--- src/rtl/core/icos_pkg.sv ---
// Package for the icosphere subdivider: sizes, codes, sequencer states
// and the icosahedron vertex table. No dependencies.
`timescale 1ns / 1ps
`default_nettype none

package icos_pkg;

	localparam int VERTEX_DEPTH    = 1024;
	localparam int EDGE_ENTRIES    = 512;
	localparam int COORD_FRAC_BITS = 14;

	localparam int IDX_W    = 10;
	localparam int CNT_W    = 11;
	localparam int FILL_W   = 10;
	localparam int CADDR_W  = $clog2(EDGE_ENTRIES);
	localparam int VADDR_W  = $clog2(VERTEX_DEPTH);
	localparam int COORD_W  = 16;
	localparam int LEN2_W   = 30;
	localparam int ROOT_W   = 16;
	localparam int DIVD_W   = COORD_W + COORD_FRAC_BITS;
	localparam int VTX_W    = 3 * COORD_W;
	localparam int ENTRY_W  = 3 * IDX_W;
	localparam int ICO_COUNT = 12;

	localparam logic [1:0] OP_RESTART = 2'd0;
	localparam logic [1:0] OP_PASS    = 2'd1;
	localparam logic [1:0] OP_SUBDIV  = 2'd2;

	localparam logic KIND_VERTEX = 1'b0;
	localparam logic KIND_TRI    = 1'b1;

	// 0.5257311121 and 0.8506508084 in Q2.14, rounded
	localparam logic signed [COORD_W-1:0] ICO_S = 16'sd8614;
	localparam logic signed [COORD_W-1:0] ICO_L = 16'sd13937;
	localparam logic signed [COORD_W-1:0] ICO_Z = 16'sd0;

	typedef enum logic [3:0] {
		ST_IDLE,
		ST_CHECK,
		ST_SCAN,
		ST_ROOM,
		ST_EDGE,
		ST_RDA,
		ST_RDB,
		ST_SUM,
		ST_SQ,
		ST_SQRTGO,
		ST_SQRTW,
		ST_DIVGO,
		ST_DIVW,
		ST_WRITE,
		ST_TRI
	} st_t;

	function automatic logic [VTX_W-1:0] ico_vertex(input logic [3:0] i);
		logic [VTX_W-1:0] v;
		case (i)
			4'd0:    v = {-ICO_S,  ICO_L,  ICO_Z};
			4'd1:    v = { ICO_S,  ICO_L,  ICO_Z};
			4'd2:    v = {-ICO_S, -ICO_L,  ICO_Z};
			4'd3:    v = { ICO_S, -ICO_L,  ICO_Z};
			4'd4:    v = { ICO_Z, -ICO_S,  ICO_L};
			4'd5:    v = { ICO_Z,  ICO_S,  ICO_L};
			4'd6:    v = { ICO_Z, -ICO_S, -ICO_L};
			4'd7:    v = { ICO_Z,  ICO_S, -ICO_L};
			4'd8:    v = { ICO_L,  ICO_Z, -ICO_S};
			4'd9:    v = { ICO_L,  ICO_Z,  ICO_S};
			4'd10:   v = {-ICO_L,  ICO_Z, -ICO_S};
			4'd11:   v = {-ICO_L,  ICO_Z,  ICO_S};
			default: v = '0;
		endcase
		return v;
	endfunction

endpackage

`default_nettype wire

--- src/rtl/core/icos_sqrt.sv ---
// Iterative floor integer square root, one result bit per cycle.
// Depends on icos_pkg.
`timescale 1ns / 1ps
`default_nettype none

module icos_sqrt import icos_pkg::*; (
	input  wire logic              clk,
	input  wire logic              arst_n,
	input  wire logic              start,
	input  wire logic [LEN2_W-1:0] radicand,
	output logic                   done,
	output logic [ROOT_W-1:0]      root
);

	logic [LEN2_W-1:0] v_q;
	logic [LEN2_W:0]   r_q;
	logic [LEN2_W-1:0] bit_q;
	logic              run_q;
	logic              done_q;
	logic [LEN2_W:0]   trial;

	assign trial = r_q + {1'b0, bit_q};

	always_ff @(posedge clk or negedge arst_n) begin
		if (!arst_n) begin
			run_q  <= 1'b0;
			done_q <= 1'b0;
		end else begin
			done_q <= run_q && bit_q[0];
			if (start)
				run_q <= 1'b1;
			else if (run_q && bit_q[0])
				run_q <= 1'b0;
		end
	end

	always_ff @(posedge clk) begin
		if (start) begin
			v_q   <= radicand;
			r_q   <= '0;
			bit_q <= LEN2_W'(1) << (LEN2_W - 2);
		end else if (run_q) begin
			if ({1'b0, v_q} >= trial) begin
				v_q <= v_q - trial[LEN2_W-1:0];
				r_q <= (r_q >> 1) + {1'b0, bit_q};
			end else begin
				r_q <= r_q >> 1;
			end
			bit_q <= bit_q >> 2;
		end
	end

	assign done = done_q;
	assign root = r_q[ROOT_W-1:0];

endmodule

`default_nettype wire

--- config.mk ---
export PLATFORM = sky130hd
export DESIGN_NAME = icos_sqrt
export DESIGN_NICKNAME = d
export VERILOG_FILES = /design/src/rtl/core/icos_pkg.sv /design/src/rtl/core/icos_sqrt.sv
export SDC_FILE = /design/constraint.sdc
export NUM_CORES = 1
export LEC_CHECK = 0
export BUFFER_PORTS_ARGS = -buffer_cell sky130_fd_sc_hd__buf_4
export CAP_MARGIN = 10
export CELL_PAD_IN_SITES_DETAIL_PLACEMENT = 1
export CELL_PAD_IN_SITES_GLOBAL_PLACEMENT = 1
export CORE_MARGIN = 4
export CORE_UTILIZATION = 40
export DETAILED_ROUTE_END_ITERATION = 6
export PLACE_DENSITY_LB_ADDON = 0.05
export SLEW_MARGIN = 20
export SYNTH_ARGS = -nofsm -noshare
export SYNTH_HDL_FRONTEND = slang
export SYNTH_SLANG_ARGS = --single-unit
--- constraint.sdc ---
create_clock -name clk -period 19.9 [get_ports clk]
set_clock_uncertainty 0.15 [all_clocks]
set_input_delay 0.995 -clock clk [delete_from_list [all_inputs] [get_ports clk]]
set_output_delay 0.995 -clock clk [all_outputs]
set_load 0.03 [all_outputs]
### Yosys cells after proc, flatten, opt, wreduce, memory -nomap -nowiden

Index checks and enable logic that the tools add are counted.

| cells by class | value |
|---|---|
| add/subtract/negate cells | 3 |
| order comparisons | 1 |
| muxes and demuxes | 6 |
| reduce and logical (&&, ||, !) cells | 5 |

Operators by type and width:

| cell | number |
|---|---|
| 2-to-1 mux 30 bit | 3 |
| adder 30 x 29 -> 31 bit | 1 |
| adder 31 x 29 -> 31 bit | 1 |
| greater-or-equal comparator 30 x 31 -> 1 bit | 1 |
| 2-to-1 mux 31 bit | 1 |
| subtractor 30 bit | 1 |
| nonzero test 2 bit | 3 |
| 2-to-1 mux 1 bit | 2 |
| AND reduction 2 bit | 1 |
| logical AND 1 bit | 1 |

| word-level totals | value |
|---|---|
| register bits after elaboration | 78 |
| input port bits | 33 |
| output and inout bits | 17 |
| word-level logic and storage cells | 20 |

### Depth between registers and ports, before layout

| logic depth | value |
|---|---|
| word-level depth | 5 |
| gate-level depth with buffers | 23 |
| gate-level depth less buffers | 21 |

### Worst setup path after synthesis

OpenSTA, ideal clock, no wires.

| timing | value |
|---|---|
| path type | reg2reg |
| from | register r_q[2] |
| to | register v_q[0] (enable) |
| setup time | 0.459 ns |
| arrival time | 6.527 ns |
| data required time | 19.291 ns |
| setup slack | 12.765 ns |
| stages on the path, launching flop included | 22 |
| path buffers | 3 |
| clock period less this slack | 7.135 ns |
| cells stage by stage | dfxtp_1 > ha_1 > a31oi_1 > o21bai_1 > a31oi_1 > o31ai_1 > o41ai_1 > o21bai_1 > a31o_2 > xnor2_1 > ha_1 > clkbuf_1 > nand3_1 > nor2_1 > inv_1 > a2111oi_4 > o211ai_1 > a31o_2 > or2_1 > buf_2 > buf_2 > o21ai_0 |

| between the ends | value |
|---|---|
| cells in the longest elaborated chain, start to end | 4 |

Ends and longest elaborated chain:

| item | RTL line | RTL |
|---|---|---|
| start, declared | icos_sqrt.sv:16 | `logic [LEN2_W:0] r_q;` |
| start signal, assigned | icos_sqrt.sv:45 | `r_q <= (r_q >> 1) + {1'b0, bit_q};` |
| start signal, assigned | icos_sqrt.sv:47 | `r_q <= r_q >> 1;` |
| adder 31 x 29 -> 31 bit | icos_sqrt.sv:22 | `assign trial = r_q + {1'b0, bit_q};` |
| greater-or-equal comparator 30 x 31 -> 1 bit | icos_sqrt.sv:43 | `if ({1'b0, v_q} >= trial) begin` |
| nonzero test 2 bit (no source line) | n/a |  |
| AND reduction 2 bit (no source line) | n/a |  |
| end signal, assigned | icos_sqrt.sv:39 | `v_q <= radicand;` |
| end signal, assigned | icos_sqrt.sv:44 | `v_q <= v_q - trial[LEN2_W-1:0];` |
| end, declared | icos_sqrt.sv:15 | `logic [LEN2_W-1:0] v_q;` |

No other way between the ends.
A chain may end at the register's enable or synchronous reset.

### Final worst setup path

| timing | value |
|---|---|
| from | register r_q[2] |
| to | register v_q[18] (enable) |

The elaborated chain is that of the path after synthesis.

==> impl_metrics.toml <==
[yosys]
ys_ff_latch = 78
postSynthCellCount = 804
synth_ff_type = "dfxtp_1"
yosysUniqueCellTypes = 65
ys_async_sr_fraction_pct = 2.56
synthesis.nets = 900
avgSynthCellArea_um2 = 8.22
netlist_area_um2 = 6610
synth_warnings = 0
synth_edf_count = 30
yosysSeqAreaShare_pct = 28.3

[floorplanning]
dieArea_um2 = 18600
die_w_um = 137
pin_count = 50
start_util_pct = 41.2
rows = 46
die_y_um = 137
core_um2 = 16100

[final_layout]
n_antenna_cell = 0
area_delta_synth_final_pct = 10.8
final_nets = 912
final_core_util_pct = 45.6
fin_cells = 1037
drive_above_1_share_pct = 10.7

[placement]
hpwl_mm = 14.7
dp_cells = 1021
io_buffers = 49
gp_congestion = 0.840

[detailed_routing]
first_pass_iters = 5
drt-vias-per-instance = 5.81
wl_per_cell_um = 18.9
drtIter0Drc = 305
wl_mm = 19.6
dr_total_vias = 6020
drc = 0
antenna_left = 0

[min_path]
hp-class = "in -> async"

[critical_path]
critPathMaxFanout = 30
crit_type = "reg -> reg"
cp_data_required_time_ps = 19740
cp-start-kind = "register"
arrival_ps = 6610
worst_setup_path_end_kind = "register"
reg2reg_depth = 17

[timing]
rsz0062_at_grt = "false"
worst_slew_pin_slew_ps = 989
period_share_pct = 34.0
setup_violations = 0
slew_violations = 0
finalSetupTns_ps = 0
relSlewSlack_pct = 34.0
max_freq_mhz = 148
finalCriticalPeriod_ps = 6770
final-hold-violation-count = 0

[global_routing]
grt_pass1_vias = 6111
grt_max_degree = 81
grt.total_usage_pct = 21.5
grt_pass1_wl_mm = 31.8
overflow = 0
antenna_found_initial = 0

[clock_tree]
insertion_delay_ps = 350
cts_setup_buffers = 0
clk_path_buf_depth = 2
cts_buffers = 9
clk_pin_slew_ps = 70
ctsRootBufferMaster = "clkbuf_16"
holdBufCountCts = 0
cts_tree = "done"
cts.sinks = 78
cts_resized = 0
h-tree-depth = 3

[power]
p_per_area_nw_per_um2 = 135
max-vdd-ir-drop_v = 0.0000605
power_leakage_nw = 2.92

[run]
drv_cap = 0

[outcome]
status = "finished clean"
report_power, final:
group	internal [mW]	switching (mW)	leakage [nW]	total (mW)
sequential	0.228	0.0333	0.706	0.262
clock	0.102	0.0724	0.148	0.174
combinational	0.213	0.339	2.07	0.551
critical path, cell delays in order (launching register included):
cell and delay (ps):
dfxtp_1 460, ha_1 330, a31oi_1 290, o21bai_1 160, a31oi_1 320, o31ai_1 170, o41ai_1 670, o31ai_1 240
a31oi_1 320, xor2_1 120, ha_1 370, nand4_1 230, nor4_1 580, a31oi_1 160, a31o_2 450, or2_1 650
o21ai_2 270, buf_4 440
path summary, 6_finish.rpt:
| check | startpoint | endpoint | slack [ps] |
|---|---|---|---|
| worst max register to register | r_q[2] | v_q[18] | 13130 |
| max in group asynchronous | arst_n | run_q | 19240 |
| worst min-delay path | arst_n | run_q | 260 |
| worst max-delay path | r_q[2] | v_q[18] | 13130 |
| min in group clk | r_q[0] | r_q[0] | 380 |
| worst min register to register | r_q[0] | r_q[0] | 380 |
metrics by stage:
stage               setup slack (ps)  power [mW]  cell area (um2)  hold slack [ps]
global route                   12610        1.07             7330              248
floorplan                      12760       0.678             6610              315
detailed placement             13220       0.814             7030              376
CTS                            13170       0.996             7330              248
finish                         13130       0.987             7330              260
global placement               13340       0.795             7030              359
layer usage:
metal  vias up  part of all wire (%)  global-route usage (%)
met5         -                     0                       0
met4         0                   1.3                    5.32
met3        18                   3.3                    3.16
met2        92                    50                    38.4
met1      2956                    45                    27.2
li1       2954                     -                       -
placed cells by master (no fill, tap or decap), types with 20 or more instances in the layout:
| cell | netlist | layout |
|---|---|---|
| dfxtp_1 | 46 | 46 |
| a211oi_1 | 20 | 20 |
| nand2_1 | 84 | 84 |
| xor2_1 | 21 | 21 |
| buf_4 | 16 | 54 |
| a21oi_1 | 48 | 48 |
| edfxtp_1 | 30 | 30 |
| ha_1 | 62 | 62 |
| xnor2_1 | 46 | 46 |
| nor3_1 | 26 | 26 |
| o21ai_0 | 57 | 56 |
| a31oi_1 | 22 | 22 |
| nor2_1 | 87 | 87 |
| inv_1 | 25 | 25 |
area by class of cell:
cell class | count | area, um2
Sequential cell | 78 | 1870
Clock buffer | 12 | 246
Timing Repair Buffer | 54 | 405
Fill cell | 1902 | 8730
Tap cell | 216 | 270
Inverter | 26 | 97.6
Clock inverter | 4 | 53.8
Multi-Input combinational cell | 647 | 4380
cells in the mapped netlist (5+ instances only):
cell type,number,area (um2)
and2_1,5,31.3
mux2i_1,18,180
nor2b_1,5,31.3
nor2_1,87,327
edfxtp_1,30,901
nand2b_1,5,31.3
o31ai_1,12,90.1
nand4_1,7,43.8
xnor2_1,46,403
o31a_1,5,43.8
o211ai_1,5,37.5
buf_4,16,120
a31oi_1,22,138
o21bai_1,14,105
o21a_1,5,37.5
a211oi_1,20,150
clkbuf_1,32,120
nand2_1,84,315
a21o_1,14,105
a21oi_1,48,240
nor3_1,26,130
mux2_2,5,56.3
o21ai_0,57,285
xor2_1,21,184
a311oi_1,7,61.3
ha_1,62,776
dfxtp_1,46,921
and3_1,6,37.5
inv_1,25,93.8
state kept, by name, indices dropped and copies added, names as in the netlist:
name   cells
run_q      1
bit_q     15
v_q       30
done       1
r_q       31
cells by family after synthesis:
kind of cell / after synthesis / share of synthesized area (%)
AO/OA/AOI/OAI: 245 / 24.9
XOR/XNOR: 67 / 8.88
adder cells (fa/ha/maj): 63 / 12.0
buffers and inverters: 79 / 5.47
flip-flops: 78 / 28.3
multiplexers: 23 / 3.58
AND/OR/NAND/NOR: 249 / 16.8
Note: power is estimated with default switching activity, not from simulation.
