`src/rtl/core/icos_pkg.sv`:
```
// Package for the icosphere subdivider: sizes, codes, sequencer states
// and the icosahedron vertex table. No dependencies.
`timescale 1ns / 1ps
`default_nettype none

package icos_pkg;

	localparam int VERTEX_DEPTH    = 1024;
	localparam int EDGE_ENTRIES    = 512;
	localparam int COORD_FRAC_BITS = 14;

	localparam int IDX_W    = 10;
	localparam int CNT_W    = 11;
	localparam int FILL_W   = 10;
	localparam int CADDR_W  = $clog2(EDGE_ENTRIES);
	localparam int VADDR_W  = $clog2(VERTEX_DEPTH);
	localparam int COORD_W  = 16;
	localparam int LEN2_W   = 30;
	localparam int ROOT_W   = 16;
	localparam int DIVD_W   = COORD_W + COORD_FRAC_BITS;
	localparam int VTX_W    = 3 * COORD_W;
	localparam int ENTRY_W  = 3 * IDX_W;
	localparam int ICO_COUNT = 12;

	localparam logic [1:0] OP_RESTART = 2'd0;
	localparam logic [1:0] OP_PASS    = 2'd1;
	localparam logic [1:0] OP_SUBDIV  = 2'd2;

	localparam logic KIND_VERTEX = 1'b0;
	localparam logic KIND_TRI    = 1'b1;

	// 0.5257311121 and 0.8506508084 in Q2.14, rounded
	localparam logic signed [COORD_W-1:0] ICO_S = 16'sd8614;
	localparam logic signed [COORD_W-1:0] ICO_L = 16'sd13937;
	localparam logic signed [COORD_W-1:0] ICO_Z = 16'sd0;

	typedef enum logic [3:0] {
		ST_IDLE,
		ST_CHECK,
		ST_SCAN,
		ST_ROOM,
		ST_EDGE,
		ST_RDA,
		ST_RDB,
		ST_SUM,
		ST_SQ,
		ST_SQRTGO,
		ST_SQRTW,
		ST_DIVGO,
		ST_DIVW,
		ST_WRITE,
		ST_TRI
	} st_t;

	function automatic logic [VTX_W-1:0] ico_vertex(input logic [3:0] i);
		logic [VTX_W-1:0] v;
		case (i)
			4'd0:    v = {-ICO_S,  ICO_L,  ICO_Z};
			4'd1:    v = { ICO_S,  ICO_L,  ICO_Z};
			4'd2:    v = {-ICO_S, -ICO_L,  ICO_Z};
			4'd3:    v = { ICO_S, -ICO_L,  ICO_Z};
			4'd4:    v = { ICO_Z, -ICO_S,  ICO_L};
			4'd5:    v = { ICO_Z,  ICO_S,  ICO_L};
			4'd6:    v = { ICO_Z, -ICO_S, -ICO_L};
			4'd7:    v = { ICO_Z,  ICO_S, -ICO_L};
			4'd8:    v = { ICO_L,  ICO_Z, -ICO_S};
			4'd9:    v = { ICO_L,  ICO_Z,  ICO_S};
			4'd10:   v = {-ICO_L,  ICO_Z, -ICO_S};
			4'd11:   v = {-ICO_L,  ICO_Z,  ICO_S};
			default: v = '0;
		endcase
		return v;
	endfunction

endpackage

`default_nettype wire

```
`src/rtl/core/icos_div.sv`:
```
// Restoring unsigned divider, one quotient bit per cycle.
// Depends on icos_pkg.
`timescale 1ns / 1ps
`default_nettype none

module icos_div import icos_pkg::*; (
	input  wire logic              clk,
	input  wire logic              arst_n,
	input  wire logic              start,
	input  wire logic [DIVD_W-1:0] dividend,
	input  wire logic [ROOT_W-1:0] divisor,
	output logic                   done,
	output logic [DIVD_W-1:0]      quotient
);

	localparam int STEP_W = $clog2(DIVD_W);

	logic [ROOT_W-1:0] rem_q;
	logic [DIVD_W-1:0] quo_q;
	logic [ROOT_W-1:0] dvs_q;
	logic [STEP_W-1:0] step_q;
	logic              run_q;
	logic              done_q;
	logic [ROOT_W:0]   rem_sh;
	logic [ROOT_W:0]   rem_sub;
	logic              fits;

	assign rem_sh  = {rem_q, quo_q[DIVD_W-1]};
	assign fits    = rem_sh >= {1'b0, dvs_q};
	assign rem_sub = rem_sh - {1'b0, dvs_q};

	always_ff @(posedge clk or negedge arst_n) begin
		if (!arst_n) begin
			run_q  <= 1'b0;
			done_q <= 1'b0;
			step_q <= '0;
		end else begin
			done_q <= run_q && (step_q == '0);
			if (start) begin
				run_q  <= 1'b1;
				step_q <= STEP_W'(DIVD_W - 1);
			end else if (run_q) begin
				if (step_q == '0)
					run_q <= 1'b0;
				else
					step_q <= step_q - 1'b1;
			end
		end
	end

	always_ff @(posedge clk) begin
		if (start) begin
			rem_q <= '0;
			quo_q <= dividend;
			dvs_q <= divisor;
		end else if (run_q) begin
			rem_q <= fits ? rem_sub[ROOT_W-1:0] : rem_sh[ROOT_W-1:0];
			quo_q <= {quo_q[DIVD_W-2:0], fits};
		end
	end

	assign done     = done_q;
	assign quotient = quo_q;

endmodule

`default_nettype wire

```
`config.mk`:
```
export PLATFORM = sky130hd
export DESIGN_NAME = icos_div
export DESIGN_NICKNAME = d
export VERILOG_FILES = /design/src/rtl/core/icos_pkg.sv /design/src/rtl/core/icos_div.sv
export SDC_FILE = /design/constraint.sdc
export NUM_CORES = 1
export LEC_CHECK = 0
export BUFFER_PORTS_ARGS = -buffer_cell sky130_fd_sc_hd__buf_4
export CAP_MARGIN = 20
export CELL_PAD_IN_SITES_DETAIL_PLACEMENT = 0
export CELL_PAD_IN_SITES_GLOBAL_PLACEMENT = 1
export CORE_MARGIN = 5
export CORE_UTILIZATION = 46
export CTS_CLUSTER_SIZE = 20
export DETAILED_ROUTE_END_ITERATION = 6
export PLACE_DENSITY = 0.81
export SLEW_MARGIN = 20
export SYNTH_ARGS = -nofsm -noshare
export SYNTH_HDL_FRONTEND = slang
export SYNTH_SLANG_ARGS = --single-unit
```
`constraint.sdc`:
```
create_clock -name clk -period 7 [get_ports clk]
set_input_delay 1.4 -clock clk [delete_from_list [all_inputs] [get_ports clk]]
set_output_delay 1.4 -clock clk [all_outputs]
set_load 0.01 [all_outputs]
```
Yosys cells after proc, flatten, opt, wreduce, memory -nomap -nowiden:

Index checks and enable logic that the tools add are counted.

* add/subtract/negate cells: 2
* magnitude comparators: 1
* eq/ne operators: 1
* multiplexer cells: 9
* reduce and logical (&&, ||, !) cells: 4

Operators with widths (count)
* $mux 30: 2
* $ge 17x16->1: 1
* $mux 16: 1
* $sub 16x16->16: 1
* $mux 5: 3
* $logic_not 5->1: 1
* $sub 5x1->5 const B: 1
* $mux 1: 3
* $ne 2x2->1 const B: 1
* $reduce_and 2->1: 1
* $reduce_bool 2->1: 1
* $logic_and 1x1->1: 1

* bits in registers: 69
* input port bits: 49
* output and inout bits: 31
* word-level logic and storage cells: 23

Logic depth before layout (Yosys ltp):

Gate-level depths: netlist of run 1.

* word-level depth: 4
* mapped depth: 11
* gate-level depth less buffers: 10

Least setup slack after synthesis of run 1:

Ideal clock, no wire load.

* path kind: input -> register
* start: in start
* end: reg quo_q[0], in the netlist quotient[0] (enable)
* library setup time: 0.385 ns
* arrival time: 2.478 ns
* required time: 6.615 ns
* setup slack: 4.137 ns
* stages on the path: 3
* path buffers: 1
* cells stage by stage: clkbuf_1 > nor2_1 > inv_1

* longest elaborated chain between the ends: 1

Ends and longest elaborated chain
* start, declared: RTL line icos_div.sv:9 `input wire logic start,`
* $reduce_bool 2->1 (no source line)
* end signal, assigned: RTL line icos_div.sv:54 `quo_q <= dividend;`
* end signal, assigned: RTL line icos_div.sv:58 `quo_q <= {quo_q[DIVD_W-2:0], fits};`
* end, declared: RTL line icos_div.sv:19 `logic [DIVD_W-1:0] quo_q;`

No other way between the ends.
A chain may end at the register's enable or synchronous reset.

Worst setup path after layout of run 1:

* start: reg dvs_q[4]
* end: reg rem_q[7]

* longest elaborated chain between the ends: 2
* elaborated cells on any way between the ends: 3
* classes of those cells: add/sub: 1; order compare: 1; mux: 1

Ends and longest elaborated chain
* start, declared: RTL line icos_div.sv:20 `logic [ROOT_W-1:0] dvs_q;`
* start signal, assigned: RTL line icos_div.sv:55 `dvs_q <= divisor;`
* $sub 16x16->16 or $ge 17x16->1 (tied branches): RTL line icos_div.sv:30, icos_div.sv:29
* $mux 16 *: RTL line icos_div.sv:57 `rem_q <= fits ? rem_sub[ROOT_W-1:0] : rem_sh[ROOT_W-1:0];`
* end signal, assigned: RTL line icos_div.sv:57
* end, declared: RTL line icos_div.sv:18 `logic [ROOT_W-1:0] rem_q;`

Every way passes the cells marked *; elsewhere a longest branch is shown, timed or not.

==> results.rst, run 1 <==
.. list-table::
   :header-rows: 1

   * - Metric
     - Value
   * - Fraction of synthesized area in multiplexers
     - 0.0959
   * - First-pass GRT wire length
     - 13000 um
   * - Seq/Total Area, Yosys
     - 0.518
   * - Total of hold buffers inserted after clock tree synthesis
     - 0
   * - Pin count of the biggest net entering global routing
     - 64
   * - Clock insertion delay at the later pin of the skew report
     - 0.34 ns
   * - Resized Gates After CTS
     - 0
   * - Deepest clock path buffer count
     - 2
   * - Transition at the pin with the smallest max-transition slack
     - 0.911 ns
   * - Number of antenna-violating nets in the routed design
     - 0
   * - Post-placement cell count
     - 478
   * - Post-Route WL
     - between 8000 and 9000 um
   * - Largest clock skew in the final design
     - slightly below 0.007 ns
   * - Distinct cell type count of the synthesized netlist
     - 53
   * - Final setup violating endpoints
     - 0
   * - Req. time, crit path
     - 7.23 ns
   * - All-layer global routing usage
     - 0.168
   * - Depth of the CTS H-tree
     - 3
   * - Origin of the worst setup path
     - dvs_q[4]$_DFFE_PP_
   * - Largest cells by area after synthesis
     - sky130_fd_sc_hd__edfxtp_1, sky130_fd_sc_hd__mux2_2, sky130_fd_sc_hd__dfxtp_1, sky130_fd_sc_hd__ha_1, sky130_fd_sc_hd__dfrtp_1
   * - Crit path cell chain
     - inv_1 > ha_1 > o211ai_1 > a21oi_2 > o2111ai_2 > o221a_4 > o21ai_2 > nor3_1 > a311o_1
   * - CORE AREA
     - 7690 um^2
   * - Number of nets produced by synthesis
     - 378
   * - Proportion of register bits with asynchronous set or reset after synthesis
     - 0.101
   * - Category of the worst setup path capture point
     - flop
   * - Slowest-stage cell, CP
     - sky130_fd_sc_hd__o21ai_2
   * - Total number of nets in the final design
     - 455
   * - Total gr overflow
     - 0
   * - WP data arrival
     - 3.11 ns
   * - Total clock sinks
     - 69
   * - Cell with the most instances after synthesis
     - sky130_fd_sc_hd__edfxtp_1
   * - R2r startpoint
     - dvs_q[4]$_DFFE_PP_
   * - Minimum clock period after layout
     - 2.88 ns
   * - Peak supply drop
     - between 150 and 200 uV
   * - Post-CTS Setup Repair Bufs
     - 0
   * - Cell row count
     - 32
   * - Static Leak
     - between 1.5 and 2 nW
   * - Count of state elements after synthesis
     - 69
   * - Peak clock frequency supported by timing
     - 0.347 GHz
   * - Netlist area before placement
     - 3630 um^2
   * - First-pass DRT Iterations
     - 4
   * - Total number of vias
     - 2607
   * - Number of CTS-inserted buffers
     - 9
   * - Portion of synthesized cell area occupied by the leading cell type
     - 0.381
   * - Rel. slew slack
     - 0.392
   * - Tot Pwr
     - about 1.3 mW
   * - Post-Synthesis Mean Instance Area
     - 11.7 um^2
   * - Hold_sp
     - rem_q[15]$_SDFFE_PP0P_
   * - Worst setup SP type
     - flop
   * - Final cell count without fillers
     - 494
   * - Unrepaired setup endpoints after global routing
     - no
   * - Clock-pin slew on the worst setup and hold paths
     - 0.08 ns
   * - Number of DRC violations after detailed routing
     - 0
   * - CTS tree
     - built
   * - Root Buffer
     - sky130_fd_sc_hd__clkbuf_8
   * - DIE WIDTH
     - approximately 99 um
   * - Maximum fanout count along the critical path
     - 14
   * - HPWL after detailed placement
     - 5670 um
   * - Power per unit of standard cell area
     - 301 nW/um^2
   * - Yosys top cell by area
     - sky130_fd_sc_hd__edfxtp_1
   * - Antenna violations before repair
     - 0
   * - Fin. max-slew vios
     - 0
   * - Result of the run
     - finished, final reports clean
   * - Layout Utilization
     - 0.582
   * - Synthesized-area fraction occupied by ao, oa, aoi and oai cells
     - 0.117
   * - Hold Vio Cnt, Final
     - 0
   * - Top-level port count
     - 80
   * - Most used flip-flop cell after synthesis
     - sky130_fd_sc_hd__edfxtp_1
   * - Input/output buffers
     - 79
   * - Kind of critical path
     - reg2reg
   * - Count of maximum capacitance violations
     - 0
   * - Layout Cell Area excl Fill
     - 4470 um^2
   * - Synth-to-Final Area Change
     - 23.4%
   * - Chip Height
     - 98.8 um
   * - Top cells by count, synth
     - sky130_fd_sc_hd__edfxtp_1, sky130_fd_sc_hd__mux2_2, sky130_fd_sc_hd__inv_1, sky130_fd_sc_hd__nand2_1, sky130_fd_sc_hd__ha_1
   * - Adder-cell area share of the yosys netlist
     - 0.0676
   * - Routed len/inst
     - 16.3 um
   * - Cell count after synthesis
     - 310
   * - Count of flip-flops with a built-in enable after synthesis
     - 46
   * - Total negative slack for setup checks
     - 0 ns
   * - Initial Utilization
     - 0.472
   * - Die area
     - between 9000 and 10000 um^2
   * - Area share of xor/xnor cells in the synthesized design
     - 0.0411
   * - Largest family of logic cells by synthesized area
     - simple AND/OR/NAND/NOR gates
   * - Ratio of cells with drive above 1 in the final layout
     - 0.352
   * - Antenna diodes
     - 0
   * - Placement-stage cell area
     - 4280 um^2
   * - HP Class
     - reg2reg
   * - Detail-routed via count per cell
     - 5.28
   * - Delay of the slowest critical-path stage
     - 0.61 ns
   * - Number of global-route vias before repair
     - 2596
   * - Synthesized-area fraction occupied by and/or/nand/nor cells
     - 0.118
   * - Global placement routability congestion
     - 0.786
   * - Violation count after the first detailed-routing iteration
     - 117
   * - Ys Warns
     - 0
   * - Period utilization
     - 0.411
==> power breakdown <==
part	internal, mW	switching, mW	total, mW
Sequential	0.504	0.0449	0.549
Clock	0.164	0.154	0.318
Combinational	0.215	0.266	0.480
==> worst paths after layout <==
kind	end	slack, ns	cells after the start
setup / recovery	rem_q[7]$_SDFFE_PP0P_	4.12	9
hold / removal	rem_q[15]$_SDFFE_PP0P_	0.49	2
setup reg to reg	rem_q[7]$_SDFFE_PP0P_	4.12	9
hold reg to reg	rem_q[15]$_SDFFE_PP0P_	0.49	2
max in group asynchronous	step_q[4]$_DFFE_PN0P_	6.02	1
min in group asynchronous	step_q[1]$_DFFE_PN0P_	0.86	1
==> area by class of cell <==
class	count	area [um^2]
Tap cell	102	128
Fill cell	690	3210
Sequential cell	69	1880
Multi-Input combinational cell	205	1600
Inverter	22	82.6
Clock buffer	10	128
Clock inverter	6	62.6
Timing Repair Buffer	80	601
==> layer usage <==
| metal | part of all wire | GRT usage | wire (um) |
|---|---|---|---|
| met5 | 0 | 0 | 0 |
| met4 | 0.0089 | 0.0347 | 72 |
| met3 | 0.040 | 0.0545 | 323 |
| met2 | 0.52 | 0.290 | 4190 |
| met1 | 0.43 | 0.207 | 3470 |
==> cells by family (layout without fill, tap and decap cells) <==
logic type	Yosys count	count (layout)
AND/OR/NAND/NOR	85	85
flip-flops	69	69
AO/OA/AOI/OAI	53	53
buffers and inverters	36	118
multiplexers	31	31
adder cells (fa/ha/maj)	19	19
XOR/XNOR	17	17
==> state kept, by name, summed over array words and instances (netlist names) <==
register,count
quotient,30
dvs_q,16
rem_q,16
step_q,5
done,1
run_q,1
==> worst max-delay path: cells and delay by family (launching register included) <==
kind,cells,cell delay (ns)
AO/OA/AOI/OAI,6,1.85
flip-flops,1,0.33
AND/OR/NAND/NOR,1,0.12
adder cells (fa/ha/maj),1,0.41
buffers and inverters,1,0.04
==> through the flow <==
| stage | worst slack (ns) | hold WS [ns] |
|---|---|---|
| 3_5_place_dp | 3.73 | 0.460 |
| 5_1_grt | 3.94 | 0.509 |
| 2_1_floorplan | 4.14 | 0.437 |
| 3_3_place_gp | 3.76 | 0.452 |
| 6_report | 4.12 | 0.494 |
| 4_1_cts | 4.12 | 0.478 |
==> layout by cell type (no fill, tap or decap), drive strengths merged, types with 4 or more instances in the layout <==
master and instances:
buf 80, edfxtp 46, mux2 30, nand2 25, inv 23, ha 18
dfxtp 16, nor2 14, nand2b 13, nand3 12, o21ai 12, xnor2 11
clkbuf 10, a21oi 8, dfrtp 7, nand4 6, xor2 6, a311oi 6
nor3 4, nor2b 4
No activity file was read; power rests on OpenSTA's default activity.
==> inputs of run 2 (changes only) <==
Settings changed: CORE_UTILIZATION 46 to 43, PLACE_DENSITY 0.81 to 0.76.
Clock period 7 ns to 2.95 ns, I/O delays scaled along.
==> results.rst, run 2 (synthesized netlist as in run 1, its figures left out) <==
.. list-table::
   :header-rows: 1

   * - Metric
     - Value
   * - Req. time, crit path
     - 3.17 ns (-4.06 ns)
   * - Unrepaired setup endpoints after global routing
     - no
   * - Fin. max-slew vios
     - 0 (unchanged)
   * - Clock insertion delay at the later pin of the skew report
     - 0.34 ns (about the same)
   * - DIE WIDTH
     - 102 um (+3.1%)
   * - Maximum fanout count along the critical path
     - 14 (unchanged)
   * - Category of the worst setup path capture point
     - flop
   * - Most common cell after layout, fill and taps aside
     - sky130_fd_sc_hd__buf_4
   * - Peak supply drop
     - 308 uV (+72%)
   * - Synth-to-Final Area Change
     - 23.6%
   * - CTS tree
     - built
   * - Post-placement cell count
     - 485 (+1.5%)
   * - Count of maximum capacitance violations
     - 0 (unchanged)
   * - Cell row count
     - 33 (+3.1%)
   * - First-pass DRT Iterations
     - 4 (unchanged)
   * - Routed len/inst
     - 16.4 um (+0.76%)
   * - Ratio of cells with drive above 1 in the final layout
     - 0.359 (+0.00655)
   * - Top-level port count
     - 80 (unchanged)
   * - All-layer global routing usage
     - 0.165 (-0.00296)
   * - Violation count after the first detailed-routing iteration
     - 68 (-42%)
   * - Static Leak
     - 1.91 nW (+0.54%)
   * - Die area
     - 10400 um^2 (+6.3%)
   * - Number of global-route vias before repair
     - 2749 (+5.9%)
   * - Resized Gates After CTS
     - 0 (unchanged)
   * - Kind of critical path
     - reg2reg
   * - Largest clock skew in the final design
     - 0.00921 ns (+0.00241 ns)
   * - Origin of the worst setup path
     - dvs_q[4]$_DFFE_PP_
   * - HPWL after detailed placement
     - 6050 um (+6.7%)
   * - Post-Route WL
     - 8230 um (+2.2%)
   * - Cell-internal power
     - 2.01 mW (+130%)
   * - Sequential Area
     - 1880 um^2 (unchanged)
   * - Total number of vias
     - 2645 (+1.5%)
   * - Switching Fraction
     - 0.354 (+0.00930)
   * - Tot Pwr
     - 3.11 mW (+130%)
   * - Detail-routed via count per cell
     - 5.28 (about the same)
   * - Hold Vio Cnt, Final
     - 0 (unchanged)
   * - CORE AREA
     - 8220 um^2 (+6.9%)
   * - Antenna diodes
     - 0 (unchanged)
   * - Number of antenna-violating nets in the routed design
     - 0 (unchanged)
   * - Final setup violating endpoints
     - 0 (unchanged)
   * - Number of CTS-inserted buffers
     - 9 (unchanged)
   * - HP Class
     - in2async
   * - Peak clock frequency supported by timing
     - 0.372 GHz (+7.0%)
   * - Post-CTS Setup Repair Bufs
     - 0 (unchanged)
   * - Pin count of the biggest net entering global routing
     - 37 (-42%)
   * - Total number of nets in the final design
     - 459 (+0.88%)
   * - Fraction of power consumed by the clock network
     - 0.218 (-0.018)
   * - Total negative slack for setup checks
     - 0 ns (unchanged)
   * - Commonest cells after routing, fill and taps aside
     - sky130_fd_sc_hd__buf_4, sky130_fd_sc_hd__edfxtp_1, sky130_fd_sc_hd__mux2_2
   * - Net switching power of the design
     - 1.10 mW (+140%)
   * - Crit path cell chain
     - inv_1 > ha_1 > o211ai_1 > a21oi_2 > o2111ai_2 > o221a_4 > o21ai_2 > nor3_1 > a311o_1
   * - Depth of the CTS H-tree
     - 3 (unchanged)
   * - Portion of total power attributed to combinational logic
     - 0.366 (+0.009)
   * - Minimum clock period after layout
     - 2.69 ns (-0.188 ns)
   * - Transition at the pin with the smallest max-transition slack
     - 0.702 ns (-0.208 ns)
   * - Initial Utilization
     - 0.441 (-0.0304)
   * - Top Family by Delay on Critical Path
     - compound AO/OA/AOI/OAI gates
   * - WP data arrival
     - 2.91 ns (-0.20 ns)
   * - Root Buffer
     - sky130_fd_sc_hd__clkbuf_8
   * - Max FFs per register
     - 30 (unchanged)
   * - Slowest-stage cell, CP
     - sky130_fd_sc_hd__o21ai_2
   * - Worst setup SP type
     - flop
   * - Final cell count without fillers
     - 501 (+1.4%)
   * - Total of fill cells in the finished design
     - 775 (+12%)
   * - Number of buffer and inverter instances along the worst setup path
     - 1 (unchanged)
   * - R2r startpoint
     - dvs_q[4]$_DFFE_PP_
   * - Total of hold buffers inserted after clock tree synthesis
     - 0 (unchanged)
   * - Area occupied by multi-input gates
     - 1600 um^2 (unchanged)
   * - Antenna violations before repair
     - 0 (unchanged)
   * - Delay of the slowest critical-path stage
     - 0.56 ns (-0.05 ns)
   * - Deepest clock path buffer count
     - 2 (unchanged)
   * - First-pass GRT wire length
     - 13400 um (+3.1%)
   * - Input/output buffers
     - 79 (unchanged)
   * - Power per unit of standard cell area
     - 694 nW/um^2 (+130%)
   * - Rel. slew slack
     - 0.532 (+0.140)
   * - Result of the run
     - finished, final reports clean
   * - Global placement routability congestion
     - 0.868 (+11%)
   * - Total clock sinks
     - 69 (unchanged)
   * - Period utilization
     - 0.912 (+0.501)
   * - Fraction of power consumed by sequential logic
     - 0.416 (+0.009)
   * - Chip Height
     - 102 um (+3.1%)
   * - Total gr overflow
     - 0 (unchanged)
   * - Number of DRC violations after detailed routing
     - 0 (unchanged)
   * - Clock-pin slew on the worst setup and hold paths
     - 0.08 ns (about the same)
run 2: area by class of cell:
| cell class | instances | share of cell area |
|---|---|---|
| flip-flops and latches | 69 | 0.419 |
| multi-input cells | 205 | 0.356 |
| repair buffers | 84 | 0.141 |
| well taps | 105 | 0.0293 |
| clock buffers | 10 | 0.0285 |
| inverters | 22 | 0.0184 |
| clock inverters | 6 | 0.00865 |
run 2: worst paths after layout:
| check | end | slack (ns) | depth (start not counted) |
|---|---|---|---|
| max in group asynchronous | step_q[0]$_DFFE_PN0P_ | 2.78 | 1 |
| min in group clk | dvs_q[14]$_DFFE_PP_ | 0.42 | 1 |
| worst min-delay path | step_q[4]$_DFFE_PN0P_ | 0.05 | 1 |
| worst max register to register | rem_q[7]$_SDFFE_PP0P_ | 0.26 | 9 |
| worst min register to register | rem_q[15]$_SDFFE_PP0P_ | 0.48 | 2 |
| worst max-delay path | rem_q[7]$_SDFFE_PP0P_ | 0.26 | 9 |
run 2: worst register-to-register path: cells and delay by family, from the launching register on:
kind	cells	cell delay, ns
AO/OA/AOI/OAI	6	1.72
buffers and inverters	1	0.04
flip-flops	1	0.32
AND/OR/NAND/NOR	1	0.11
adder cells (fa/ha/maj)	1	0.38
run 2: power groups by stage:
stage	Clock, mW	Sequential [mW]	Combinational [mW]
floorplan	0	1.32	0.833
detailed placement	0	1.31	1.14
CTS	0.699	1.30	1.15
global placement	0	1.31	1.13
finish	0.677	1.30	1.14
global route	0.738	1.31	1.26
run 2: through the flow:
stage	worst slack, ns	hold slack (ns)	instance area (um^2)	util
3_3_place_gp	0.350	0.408	4320	0.525
6_report	0.259	0.0477	4480	0.546
2_1_floorplan	0.622	0.294	3630	-
5_1_grt	0.0716	0.0383	4480	0.546
3_5_place_dp	0.261	0.411	4320	0.525
4_1_cts	0.243	0.0386	4480	0.546
run 2: metal layers:
metal  track usage  vias to the layer above  wire (um)
met3        0.0464                        8        451
met5             0                        -          0
li1              -                     1293          -
met4        0.0555                        0         49
met2         0.266                       66       4010
met1         0.217                     1278       3720
